File: src/hw/rtl/mhfp_pkg.sv
// Package for the message header field parser: phase codes, result kinds,
// character constants, word types and byte class functions.
// Depends on nothing; all files but mhfp_if import it.
`default_nettype none

package mhfp_pkg;

    localparam logic [3:0] PH_FIELD_START = 4'd0;
    localparam logic [3:0] PH_NAME        = 4'd1;
    localparam logic [3:0] PH_VAL_START   = 4'd2;
    localparam logic [3:0] PH_VAL_CR      = 4'd3;
    localparam logic [3:0] PH_VAL_LINE    = 4'd4;
    localparam logic [3:0] PH_VAL_LINE_CR = 4'd5;
    localparam logic [3:0] PH_VAL_FOLD    = 4'd6;
    localparam logic [3:0] PH_VAL_TEXT    = 4'd7;
    localparam logic [3:0] PH_END_BLANK   = 4'd8;
    localparam logic [3:0] PH_END_CR      = 4'd9;
    localparam logic [3:0] PH_BODY        = 4'd10;
    localparam logic [3:0] PH_FAILED      = 4'd11;

    localparam logic [2:0] KIND_NAME       = 3'd0;
    localparam logic [2:0] KIND_VALUE      = 3'd1;
    localparam logic [2:0] KIND_FIELD_END  = 3'd2;
    localparam logic [2:0] KIND_HEADER_END = 3'd3;
    localparam logic [2:0] KIND_BODY       = 3'd4;
    localparam logic [2:0] KIND_OK         = 3'd5;
    localparam logic [2:0] KIND_ERROR      = 3'd6;

    localparam logic [7:0] CH_TAB       = 8'h09;
    localparam logic [7:0] CH_LF        = 8'h0A;
    localparam logic [7:0] CH_CR        = 8'h0D;
    localparam logic [7:0] CH_SPACE     = 8'h20;
    localparam logic [7:0] CH_COLON     = 8'h3A;
    localparam logic [7:0] CH_VIS_LO    = 8'h21;
    localparam logic [7:0] CH_NAME_A_HI = 8'h39;
    localparam logic [7:0] CH_NAME_B_LO = 8'h3B;
    localparam logic [7:0] CH_NAME_B_HI = 8'h7E;
    localparam logic [7:0] CH_VIS_HI    = 8'hFF;
    localparam logic [7:0] CH_UPPER_A   = 8'h41;
    localparam logic [7:0] CH_UPPER_Z   = 8'h5A;
    localparam logic [7:0] CH_LOWER_A   = 8'h61;
    localparam logic [7:0] CH_LOWER_Z   = 8'h7A;
    localparam logic [7:0] CASE_UP_MASK = 8'hDF;
    localparam logic [7:0] CASE_LO_BIT  = 8'h20;
    localparam logic [7:0] ZERO_BYTE    = 8'h00;

    typedef struct packed {
        logic [7:0] out_byte;
        logic [2:0] kind;
        logic       last;
    } result_t;

    typedef struct packed {
        logic [1:0] count;
        result_t    first;
        result_t    second;
    } push_t;

    function automatic logic is_name_byte(input logic [7:0] c);
        return ((c >= CH_VIS_LO) && (c <= CH_NAME_A_HI)) ||
               ((c >= CH_NAME_B_LO) && (c <= CH_NAME_B_HI));
    endfunction

    function automatic logic is_visible(input logic [7:0] c);
        return (c >= CH_VIS_LO) && (c <= CH_VIS_HI);
    endfunction

    function automatic logic is_blank(input logic [7:0] c);
        return (c == CH_SPACE) || (c == CH_TAB);
    endfunction

    function automatic logic is_letter(input logic [7:0] c);
        return ((c >= CH_UPPER_A) && (c <= CH_UPPER_Z)) ||
               ((c >= CH_LOWER_A) && (c <= CH_LOWER_Z));
    endfunction

    function automatic logic [7:0] fix_case(input logic [7:0] c, input logic upper);
        logic [7:0] r;
        r = c;
        if (is_letter(c))
        begin
            r = upper ? (c & CASE_UP_MASK) : (c | CASE_LO_BIT);
        end
        return r;
    endfunction

endpackage

`default_nettype wire

File: src/hw/rtl/mhfp_if.sv
// Stream interfaces of the message header field parser: the byte input
// channel and the result output channel, each with valid and ready.
// Depends on nothing.
`default_nettype none

interface mhfp_in_if;
    logic       valid;
    logic       ready;
    logic [7:0] data;
    logic       end_of_message;

    modport source (output valid, output data, output end_of_message, input ready);
    modport sink (input valid, input data, input end_of_message, output ready);
endinterface

interface mhfp_out_if;
    logic       valid;
    logic       ready;
    logic [7:0] out_byte;
    logic [2:0] kind;
    logic       last;

    modport source (output valid, output out_byte, output kind, output last, input ready);
    modport sink (input valid, input out_byte, input kind, input last, output ready);
endinterface

`default_nettype wire

File: src/hw/rtl/message_header_field_parser.sv
// Top level of the message header field parser: parser stage and result queue.
// Depends on mhfp_pkg, mhfp_if, mhfp_parser and mhfp_result_fifo.
//
// The in_stream channel carries one message byte per word, or an end of
// message marker. The out_stream channel carries one result per word: a name
// byte in normalized case, a value byte, a field end, a header end, a body
// byte, or the ok or error status at the end of the message; last marks the
// final result caused by an input word.
// A word accepted from in_stream waits in the input register until the
// result queue has room; it is then parsed and its results are written to
// the queue. One input word is taken per cycle while each word causes at
// most one result and out_stream does not stall; a word that causes two
// results leaves the single read port of the four-entry result queue one
// result at a time, setting the sustained rate; no-result words use no entry.
// When out_stream stalls, the queue fills; the parser waits once fewer than
// two entries are free, and in_stream ready falls after the input register
// is also full. Nothing is dropped.
// Reset clears the queue, the input register and the parser state to the
// start of a new message. An end of message marker also returns the parser
// to that start state.
`default_nettype none

module message_header_field_parser (
    input  logic       clk,
    input  logic       rst_n,
    mhfp_in_if.sink    in_stream,
    mhfp_out_if.source out_stream
);
    import mhfp_pkg::*;

    push_t push;
    logic  room;

    mhfp_parser u_parser (
        .clk       (clk),
        .rst_n     (rst_n),
        .in_stream (in_stream),
        .room      (room),
        .push      (push)
    );

    mhfp_result_fifo u_fifo (
        .clk        (clk),
        .rst_n      (rst_n),
        .push       (push),
        .room       (room),
        .out_stream (out_stream)
    );

endmodule

`default_nettype wire

File: src/hw/rtl/mhfp_parser.sv
// Input register and parse logic: holds one input word, advances the
// header grammar state and produces up to two results per word.
// Depends on mhfp_pkg and mhfp_if.
`default_nettype none

module mhfp_parser (
    input  logic            clk,
    input  logic            rst_n,
    mhfp_in_if.sink         in_stream,
    input  logic            room,
    output mhfp_pkg::push_t push
);
    import mhfp_pkg::*;

    logic       in_valid_reg;
    logic [7:0] in_data_reg;
    logic       in_eom_reg;
    logic [3:0] phase_reg;
    logic [3:0] phase_next;
    logic       cap_reg;
    logic       cap_next;
    logic       nonempty_reg;
    logic       nonempty_next;
    logic       fire;
    logic       take;

    logic [3:0] fs_phase;
    logic       fs_cap;
    logic       fs_put;
    logic [7:0] fs_byte;
    logic [2:0] fs_kind;

    logic [1:0] cnt;
    logic [7:0] b0;
    logic [7:0] b1;
    logic [2:0] k0;
    logic [2:0] k1;

    assign fire = in_valid_reg && room;
    assign in_stream.ready = !in_valid_reg || room;
    assign take = in_stream.valid && in_stream.ready;

    always_ff @(posedge clk or negedge rst_n)
    begin
        if (!rst_n)
        begin
            in_valid_reg <= 1'b0;
        end
        else if (take)
        begin
            in_valid_reg <= 1'b1;
        end
        else if (fire)
        begin
            in_valid_reg <= 1'b0;
        end
    end

    always_ff @(posedge clk)
    begin
        if (take)
        begin
            in_data_reg <= in_stream.data;
            in_eom_reg  <= in_stream.end_of_message;
        end
    end

    always_ff @(posedge clk or negedge rst_n)
    begin
        if (!rst_n)
        begin
            phase_reg    <= PH_FIELD_START;
            cap_reg      <= 1'b1;
            nonempty_reg <= 1'b0;
        end
        else if (fire)
        begin
            phase_reg    <= phase_next;
            cap_reg      <= cap_next;
            nonempty_reg <= nonempty_next;
        end
    end

    // The first byte of a line that may start a field or end the header.
    always_comb
    begin
        fs_put  = 1'b0;
        fs_byte = ZERO_BYTE;
        fs_kind = KIND_NAME;
        fs_cap  = 1'b1;
        priority if (is_name_byte(in_data_reg))
        begin
            fs_put   = 1'b1;
            fs_byte  = fix_case(in_data_reg, 1'b1);
            fs_cap   = !is_letter(in_data_reg);
            fs_phase = PH_NAME;
        end
        else if (is_blank(in_data_reg))
        begin
            fs_phase = PH_END_BLANK;
        end
        else if (in_data_reg == CH_CR)
        begin
            fs_phase = PH_END_CR;
        end
        else if (in_data_reg == CH_LF)
        begin
            fs_put   = 1'b1;
            fs_kind  = KIND_HEADER_END;
            fs_phase = PH_BODY;
        end
        else
        begin
            fs_phase = PH_FAILED;
        end
    end

    always_comb
    begin
        phase_next    = phase_reg;
        cap_next      = cap_reg;
        nonempty_next = nonempty_reg;
        cnt = 2'd0;
        b0  = ZERO_BYTE;
        b1  = ZERO_BYTE;
        k0  = KIND_NAME;
        k1  = KIND_NAME;
        if (in_eom_reg)
        begin
            cnt = 2'd1;
            k0  = (phase_reg == PH_BODY) ? KIND_OK : KIND_ERROR;
            phase_next    = PH_FIELD_START;
            cap_next      = 1'b1;
            nonempty_next = 1'b0;
        end
        else
        begin
            unique case (phase_reg)
                PH_FIELD_START:
                begin
                    phase_next    = fs_phase;
                    cap_next      = fs_cap;
                    nonempty_next = 1'b0;
                    if (fs_put)
                    begin
                        cnt = 2'd1;
                        b0  = fs_byte;
                        k0  = fs_kind;
                    end
                end
                PH_NAME:
                begin
                    priority if (is_name_byte(in_data_reg))
                    begin
                        cnt = 2'd1;
                        b0  = fix_case(in_data_reg, cap_reg);
                        k0  = KIND_NAME;
                        cap_next = !is_letter(in_data_reg);
                    end
                    else if (in_data_reg == CH_COLON)
                    begin
                        phase_next = PH_VAL_START;
                    end
                    else
                    begin
                        phase_next = PH_FAILED;
                    end
                end
                PH_VAL_START, PH_VAL_TEXT:
                begin
                    priority if (is_blank(in_data_reg) && (phase_reg == PH_VAL_START))
                    begin
                        phase_next = phase_reg;
                    end
                    else if (is_visible(in_data_reg) || is_blank(in_data_reg))
                    begin
                        cnt = 2'd1;
                        b0  = in_data_reg;
                        k0  = KIND_VALUE;
                        nonempty_next = 1'b1;
                        phase_next    = PH_VAL_TEXT;
                    end
                    else if (in_data_reg == CH_CR)
                    begin
                        phase_next = PH_VAL_CR;
                    end
                    else if (in_data_reg == CH_LF)
                    begin
                        phase_next = PH_VAL_LINE;
                    end
                    else
                    begin
                        phase_next = PH_FAILED;
                    end
                end
                PH_VAL_CR:
                begin
                    phase_next = (in_data_reg == CH_LF) ? PH_VAL_LINE : PH_FAILED;
                end
                PH_VAL_LINE:
                begin
                    priority if (is_blank(in_data_reg))
                    begin
                        phase_next = PH_VAL_FOLD;
                    end
                    else if (in_data_reg == CH_CR)
                    begin
                        phase_next = PH_VAL_LINE_CR;
                    end
                    else
                    begin
                        cnt = fs_put ? 2'd2 : 2'd1;
                        k0  = KIND_FIELD_END;
                        b1  = fs_byte;
                        k1  = fs_kind;
                        phase_next    = fs_phase;
                        cap_next      = fs_cap;
                        nonempty_next = 1'b0;
                    end
                end
                PH_VAL_LINE_CR, PH_VAL_FOLD:
                begin
                    priority if (is_blank(in_data_reg) && (phase_reg == PH_VAL_FOLD))
                    begin
                        phase_next = phase_reg;
                    end
                    else if (is_visible(in_data_reg) && (phase_reg == PH_VAL_FOLD))
                    begin
                        // A folded line is joined to a nonempty value by one space.
                        if (nonempty_reg)
                        begin
                            cnt = 2'd2;
                            b0  = CH_SPACE;
                            k0  = KIND_VALUE;
                            b1  = in_data_reg;
                            k1  = KIND_VALUE;
                        end
                        else
                        begin
                            cnt = 2'd1;
                            b0  = in_data_reg;
                            k0  = KIND_VALUE;
                        end
                        nonempty_next = 1'b1;
                        phase_next    = PH_VAL_TEXT;
                    end
                    else if ((in_data_reg == CH_CR) && (phase_reg == PH_VAL_FOLD))
                    begin
                        phase_next = PH_VAL_LINE_CR;
                    end
                    else if (in_data_reg == CH_LF)
                    begin
                        cnt = 2'd2;
                        k0  = KIND_FIELD_END;
                        k1  = KIND_HEADER_END;
                        phase_next = PH_BODY;
                    end
                    else
                    begin
                        phase_next = PH_FAILED;
                    end
                end
                PH_END_BLANK, PH_END_CR:
                begin
                    priority if (is_blank(in_data_reg) && (phase_reg == PH_END_BLANK))
                    begin
                        phase_next = phase_reg;
                    end
                    else if (in_data_reg == CH_LF)
                    begin
                        cnt = 2'd1;
                        k0  = KIND_HEADER_END;
                        phase_next = PH_BODY;
                    end
                    else if ((in_data_reg == CH_CR) && (phase_reg == PH_END_BLANK))
                    begin
                        phase_next = PH_END_CR;
                    end
                    else
                    begin
                        phase_next = PH_FAILED;
                    end
                end
                PH_BODY:
                begin
                    cnt = 2'd1;
                    b0  = in_data_reg;
                    k0  = KIND_BODY;
                end
                default:
                begin
                    phase_next = PH_FAILED;
                end
            endcase
        end
    end

    assign push.count         = fire ? cnt : 2'd0;
    assign push.first.out_byte  = b0;
    assign push.first.kind      = k0;
    assign push.first.last      = (cnt == 2'd1);
    assign push.second.out_byte = b1;
    assign push.second.kind     = k1;
    assign push.second.last     = 1'b1;

endmodule

`default_nettype wire

File: src/hw/rtl/mhfp_result_fifo.sv
// Four-entry result queue: takes up to two results per cycle from the
// parser and presents one word per cycle on the output channel while it is ready.
// Depends on mhfp_pkg and mhfp_if.
`default_nettype none

module mhfp_result_fifo (
    input  logic            clk,
    input  logic            rst_n,
    input  mhfp_pkg::push_t push,
    output logic            room,
    mhfp_out_if.source      out_stream
);
    import mhfp_pkg::*;

    result_t    entry_reg [4];
    logic [1:0] wr_ptr_reg;
    logic [1:0] rd_ptr_reg;
    logic [2:0] count_reg;
    logic       pop;
    logic [1:0] wr_ptr_plus;

    assign room = (count_reg <= 3'd2);
    assign pop  = out_stream.valid && out_stream.ready;
    assign wr_ptr_plus = wr_ptr_reg + 2'd1;

    always_ff @(posedge clk)
    begin
        if (push.count != 2'd0)
        begin
            entry_reg[wr_ptr_reg] <= push.first;
        end
        if (push.count == 2'd2)
        begin
            entry_reg[wr_ptr_plus] <= push.second;
        end
    end

    always_ff @(posedge clk or negedge rst_n)
    begin
        if (!rst_n)
        begin
            wr_ptr_reg <= 2'd0;
            rd_ptr_reg <= 2'd0;
            count_reg  <= 3'd0;
        end
        else
        begin
            wr_ptr_reg <= wr_ptr_reg + push.count;
            rd_ptr_reg <= rd_ptr_reg + {1'b0, pop};
            count_reg  <= count_reg + {1'b0, push.count} - {2'b00, pop};
        end
    end

    assign out_stream.valid    = (count_reg != 3'd0);
    assign out_stream.out_byte = entry_reg[rd_ptr_reg].out_byte;
    assign out_stream.kind     = entry_reg[rd_ptr_reg].kind;
    assign out_stream.last     = entry_reg[rd_ptr_reg].last;

endmodule

`default_nettype wire

File: src/flat_wrapper.sv
// flat-port wrapper written by rule: the top's interface ports become plain ports
module message_header_field_parser_flat import mhfp_pkg::*;
  (clk, rst_n, in_stream_valid, in_stream_data, in_stream_end_of_message, in_stream_ready, out_stream_valid, out_stream_out_byte, out_stream_kind, out_stream_last, out_stream_ready);
  mhfp_in_if in_stream_i ();
  mhfp_out_if out_stream_i ();
  input  logic clk;
  input  logic rst_n;
  input wire logic [$bits(in_stream_i.valid)-1:0] in_stream_valid;
  input wire logic [$bits(in_stream_i.data)-1:0] in_stream_data;
  input wire logic [$bits(in_stream_i.end_of_message)-1:0] in_stream_end_of_message;
  output wire logic [$bits(in_stream_i.ready)-1:0] in_stream_ready;
  output wire logic [$bits(out_stream_i.valid)-1:0] out_stream_valid;
  output wire logic [$bits(out_stream_i.out_byte)-1:0] out_stream_out_byte;
  output wire logic [$bits(out_stream_i.kind)-1:0] out_stream_kind;
  output wire logic [$bits(out_stream_i.last)-1:0] out_stream_last;
  input wire logic [$bits(out_stream_i.ready)-1:0] out_stream_ready;
  assign in_stream_i.valid = in_stream_valid;
  assign in_stream_i.data = in_stream_data;
  assign in_stream_i.end_of_message = in_stream_end_of_message;
  assign in_stream_ready = in_stream_i.ready;
  assign out_stream_valid = out_stream_i.valid;
  assign out_stream_out_byte = out_stream_i.out_byte;
  assign out_stream_kind = out_stream_i.kind;
  assign out_stream_last = out_stream_i.last;
  assign out_stream_i.ready = out_stream_ready;
  message_header_field_parser u_core (.clk(clk), .rst_n(rst_n), .in_stream(in_stream_i), .out_stream(out_stream_i));
endmodule
File: config.mk
export PLATFORM = sky130hd
export DESIGN_NAME = message_header_field_parser_flat
export DESIGN_NICKNAME = d
export VERILOG_FILES = /design/src/hw/rtl/mhfp_pkg.sv /design/src/hw/rtl/mhfp_if.sv /design/src/hw/rtl/message_header_field_parser.sv /design/src/hw/rtl/mhfp_parser.sv /design/src/hw/rtl/mhfp_result_fifo.sv /design/src/flat_wrapper.sv
export SDC_FILE = /design/constraint.sdc
export NUM_CORES = 1
export LEC_CHECK = 0
export ABC_AREA = 0
export BUFFER_PORTS_ARGS = -buffer_cell sky130_fd_sc_hd__buf_4
export CORE_MARGIN = 3
export CORE_UTILIZATION = 61
export CTS_CLUSTER_DIAMETER = 30
export CTS_CLUSTER_SIZE = 14
export DETAILED_ROUTE_END_ITERATION = 6
export GPL_ROUTABILITY_DRIVEN = 0
export PLACE_DENSITY = 0.84
export RECOVER_POWER = 25
export SKIP_LAST_GASP = 1
export SLEW_MARGIN = 20
export SYNTH_ARGS = -nofsm -noshare
export SYNTH_HDL_FRONTEND = slang
export SYNTH_SLANG_ARGS = --single-unit
File: constraint.sdc
create_clock -name clk -period 3.7 [get_ports clk]
set_clock_uncertainty 0.1 [all_clocks]
set_input_delay 0.185 -clock clk [delete_from_list [all_inputs] [get_ports clk]]
set_output_delay 0.185 -clock clk [all_outputs]
set_load 0.05 [all_outputs]
==> key figures <==
Finish
  – Fin cells: ~570
  – Ratio of cells with drive above 1 in the final layout: 22.27%
  – Signed area change from the synthesized netlist to the final layout: 13.67%
  – Share of the core filled with cells in the final layout: 73.46%
  – Max FFs per register: 48
  – Number of inserted diodes: 0
  – Number of nets in the layout: a little under 500

Critical path
  – Data arrival time of the worst path: about 3800 ps
  – Most used cell along the critical path: sky130_fd_sc_hd__xnor2_1
  – Kind of start point of the critical path: flip-flop
  – Longest individual stage delay on the worst path: a little under 600 ps
  – Peak fanout along the critical path: 21
  – Cell with the largest stage delay on the worst path: sky130_fd_sc_hd__edfxtp_1
  – Cell chain of the critical path: nor4_4 -> and4_1 -> and3_1 -> o21a_1 -> o21a_4 -> inv_2 -> ha_1 -> inv_1 -> fa_1 -> xnor2_1 -> xnor2_1
  – Required time at the endpoint of the critical path: slightly below 4000 ps
  – Critical path buffer and inverter count: 2
  – Worst setup path class: reg -> reg
  – Type of element capturing the critical path: flip-flop
  – Worst path top cell family by delay: simple AND/OR/NAND/NOR gates

Floorplanning
  – Number of standard-cell rows in the floorplan: 30
  – IO Count: 27
  – Die X: 92 um
  – Initial Util: 64.62%
  – Core Footprint: 6982 um2
  – Die Area: 8464 um2
  – Chip height: around 92 um

Outcome
  – Result of the run: finished, final reports clean

Pwr
  – Power density normalized to cell area: between 800 and 900 nW/um2
  – Maximum vdd ir drop: 0.5043 mV
  – Static Leak: 1.863 nW

Global routing
  – Via count of the first global-routing pass: 3,600
  – First-pass GRT wire length: approximately 18 mm
  – Overflow after GRT: 0
  – Pin count of the biggest net entering global routing: 33
  – Total GRT Usage: 27.10%
  – Number of antenna violations at the first check in global routing: 0

Clock tree
  – Buffer levels on the longest clock path: 2
  – Number of CTS-inserted buffers: 9
  – Total clock sinks: 71
  – Clock latency on the worst-skew pair: 350 ps
  – CTS root buf: sky130_fd_sc_hd__clkbuf_8
  – Depth of the CTS H-tree: 3
  – Post-CTS clock slew at the launch and capture registers of the worst setup and hold paths: 70 ps
  – CTS tree: done

Routing
  – Total Routed Length: 10.83 mm
  – Router iterations before antenna repair: 7
  – Residual DRC count: 0
  – Iteration-0 DRC count of the detailed router: 407
  – Routed len/inst: approximately 19 um
  – Via count: around 3,800
  – Count of antenna-violating nets left after detailed routing: 0
  – Routed vias/inst: 6.659

Synthesis
  – #FFs+latches synth: 71
  – Count of yosys warnings during synthesis: 0
  – Top flip-flop cell by instance count after synthesis: sky130_fd_sc_hd__edfxtp_1
  – Post-synth net total: 449
  – Count of mapped cells out of synthesis: 430
  – Post-synth EDFFs: between 40 and 50
  – Async set-reset flop share out of synthesis: 19.72%
  – Post-synthesis area per instance: approximately 10 um2
  – Cell area after synthesis: ~4500 um2
  – Sequential-to-total area share from yosys stat: 43.95%
  – Yosys cell types: 91

STA
  – Slew at the pin closest to its max-slew limit: 1019 ps
  – WHS: 173.8 ps
  – Count of endpoints failing hold in the final timing report: 0
  – Maximum achievable frequency: 279.2 MHz
  – Min Clock Period, post-route: 3582 ps
  – Final setup margin: 117.7 ps
  – Unrepaired setup endpoints after global routing: yes
  – Max-slew headroom at the worst pin: 31.66%
  – Total count of max-transition violations in the final report: 0
  – Final setup fails: 0
  – Fraction of the cycle the final worst path needs: 96.82%

Placement
  – Post-DP HPWL: 7.603 mm
  – Post-Place Setup Slack: a little over 200 ps
  – Number of placed instances with taps included: 542
  – Port Buf Inserts: 26

Run
  – Number of maximum-capacitance constraint violations: 0

Worst hold path
  – Classification of the worst-slack hold path: in -> reg
==> placed cells by master (no fill, tap or decap), types with 12 or more instances in the layout <==
cell,Yosys,routed
sky130_fd_sc_hd__edfxtp_1,49,49
sky130_fd_sc_hd__nand2_1,42,42
sky130_fd_sc_hd__buf_4,6,36
sky130_fd_sc_hd__nor2_1,35,35
sky130_fd_sc_hd__a21oi_1,30,30
sky130_fd_sc_hd__o21ai_0,21,21
sky130_fd_sc_hd__inv_1,16,16
sky130_fd_sc_hd__dfrtp_1,13,13
sky130_fd_sc_hd__a21boi_0,12,12
sky130_fd_sc_hd__mux4_2,12,12
==> what timing repair did <==
item,in CTS,in global routing
setup buffers,0,3
resized for setup,0,0
hold buffers,11,0
endpoints found under the hold margin,24,0
endpoints found under the setup margin,0,5
==> worst register-to-register path, cell delays in order, from the launching register on <==
cell,delay (ps)
sky130_fd_sc_hd__edfxtp_1,580
sky130_fd_sc_hd__nor4_4,400
sky130_fd_sc_hd__and4_1,410
sky130_fd_sc_hd__and3_1,230
sky130_fd_sc_hd__o21a_1,170
sky130_fd_sc_hd__o21a_4,320
sky130_fd_sc_hd__inv_2,140
sky130_fd_sc_hd__ha_1,300
sky130_fd_sc_hd__inv_1,50
sky130_fd_sc_hd__fa_1,430
sky130_fd_sc_hd__xnor2_1,220
sky130_fd_sc_hd__xnor2_1,150
==> synth_stat cells, drive strengths merged, types with 3 or more instances <==
master | n | area share, %
o22ai | 10 | 1.4
dfxtp | 8 | 3.5
nor2 | 37 | 3.2
nor3b | 6 | 1.3
ha | 5 | 1.4
a21boi | 13 | 2.2
a211oi | 5 | 1.1
mux4 | 12 | 6.0
nor3 | 9 | 1.5
a41oi | 3 | 1.0
and2 | 3 | 0.42
dfrtp | 13 | 7.2
a31oi | 3 | 0.42
o21ai | 24 | 2.7
mux2 | 4 | 1.0
o311ai | 3 | 0.97
o211a | 3 | 0.67
buf | 18 | 3.1
nand4 | 6 | 0.97
a21oi | 30 | 3.3
o211ai | 10 | 2.0
o21a | 4 | 0.83
nor4 | 4 | 1.0
inv | 17 | 1.4
a2111oi | 3 | 0.64
or3 | 3 | 0.42
clkbuf | 11 | 0.92
and3 | 3 | 0.42
nor2b | 3 | 0.42
nand2 | 42 | 3.5
a21o | 3 | 0.50
nand2b | 7 | 0.97
nand3 | 11 | 1.3
edfxtp | 49 | 33
xnor2 | 5 | 0.97
==> logic make-up (layout without fill, tap and decap cells) <==
kind of cell,Yosys count,in the layout,synth area share (%)
simple gates,142,142,17.14
compound gates,139,139,22.93
flops,71,71,43.95
buf+inv,48,94,5.546
mux,17,17,7.210
fa+ha+maj,7,7,2.052
xor+xnor,6,6,1.165
==> power breakdown <==
group	internal, mW	total [mW]	switching [mW]	leakage [nW]
logic	0.813	2.23	1.41	1.06
registers	1.08	1.29	0.210	0.690
clock network	0.371	0.667	0.296	0.112
total	2.27	4.19	1.92	1.86
==> worst paths after layout <==
path	startpoint	endpoint	slack (ps)	cells after the start
max in group asynchronous	rst_n	u_core.u_parser.phase_reg[1]	2620	2
min	out_stream_ready	u_core.u_fifo.rd_ptr_reg[0]	170	3
max reg2reg	u_core.u_parser.in_data_reg[7]	u_core.u_fifo.count_reg[2]	120	11
max	u_core.u_parser.in_data_reg[7]	u_core.u_fifo.count_reg[2]	120	11
min reg2reg	u_core.u_fifo.entry_reg[2][3]	u_core.u_fifo.entry_reg[2][3]	390	2
min in group asynchronous	rst_n	u_core.u_fifo.rd_ptr_reg[1]	360	2
==> routing by layer <==
metal,part of all wire (%),GRT usage (%),up-vias
met4,2.9,10.52,0
met1,39,35.36,1827
met3,8.9,6.153,28
met5,0,0,-
li1,-,-,1727
met2,49,44.10,227
==> through the flow <==
step / total power, mW / instance area, um2 / TNS (ps)
2_1_floorplan: 2.936 / 4512 / 0
3_3_place_gp: 3.420 / 4791 / 0
3_5_place_dp: 3.497 / 4791 / 0
4_1_cts: 4.169 / 5117 / 0
5_1_grt: 4.431 / 5129 / -110.6
6_report: 4.187 / 5129 / 0
==> layout make-up <==
class / count / area, um2
repair buffers: 59 / 459.2
well taps: 96 / 120.1
clock buffers: 12 / 166.4
flip-flops and latches: 71 / 1983
clock inverters: 4 / 50.05
fillers: 502 / 1853
multi-input cells: 311 / 2278
inverters: 19 / 71.32
Power figures use the tool's default switching activity.
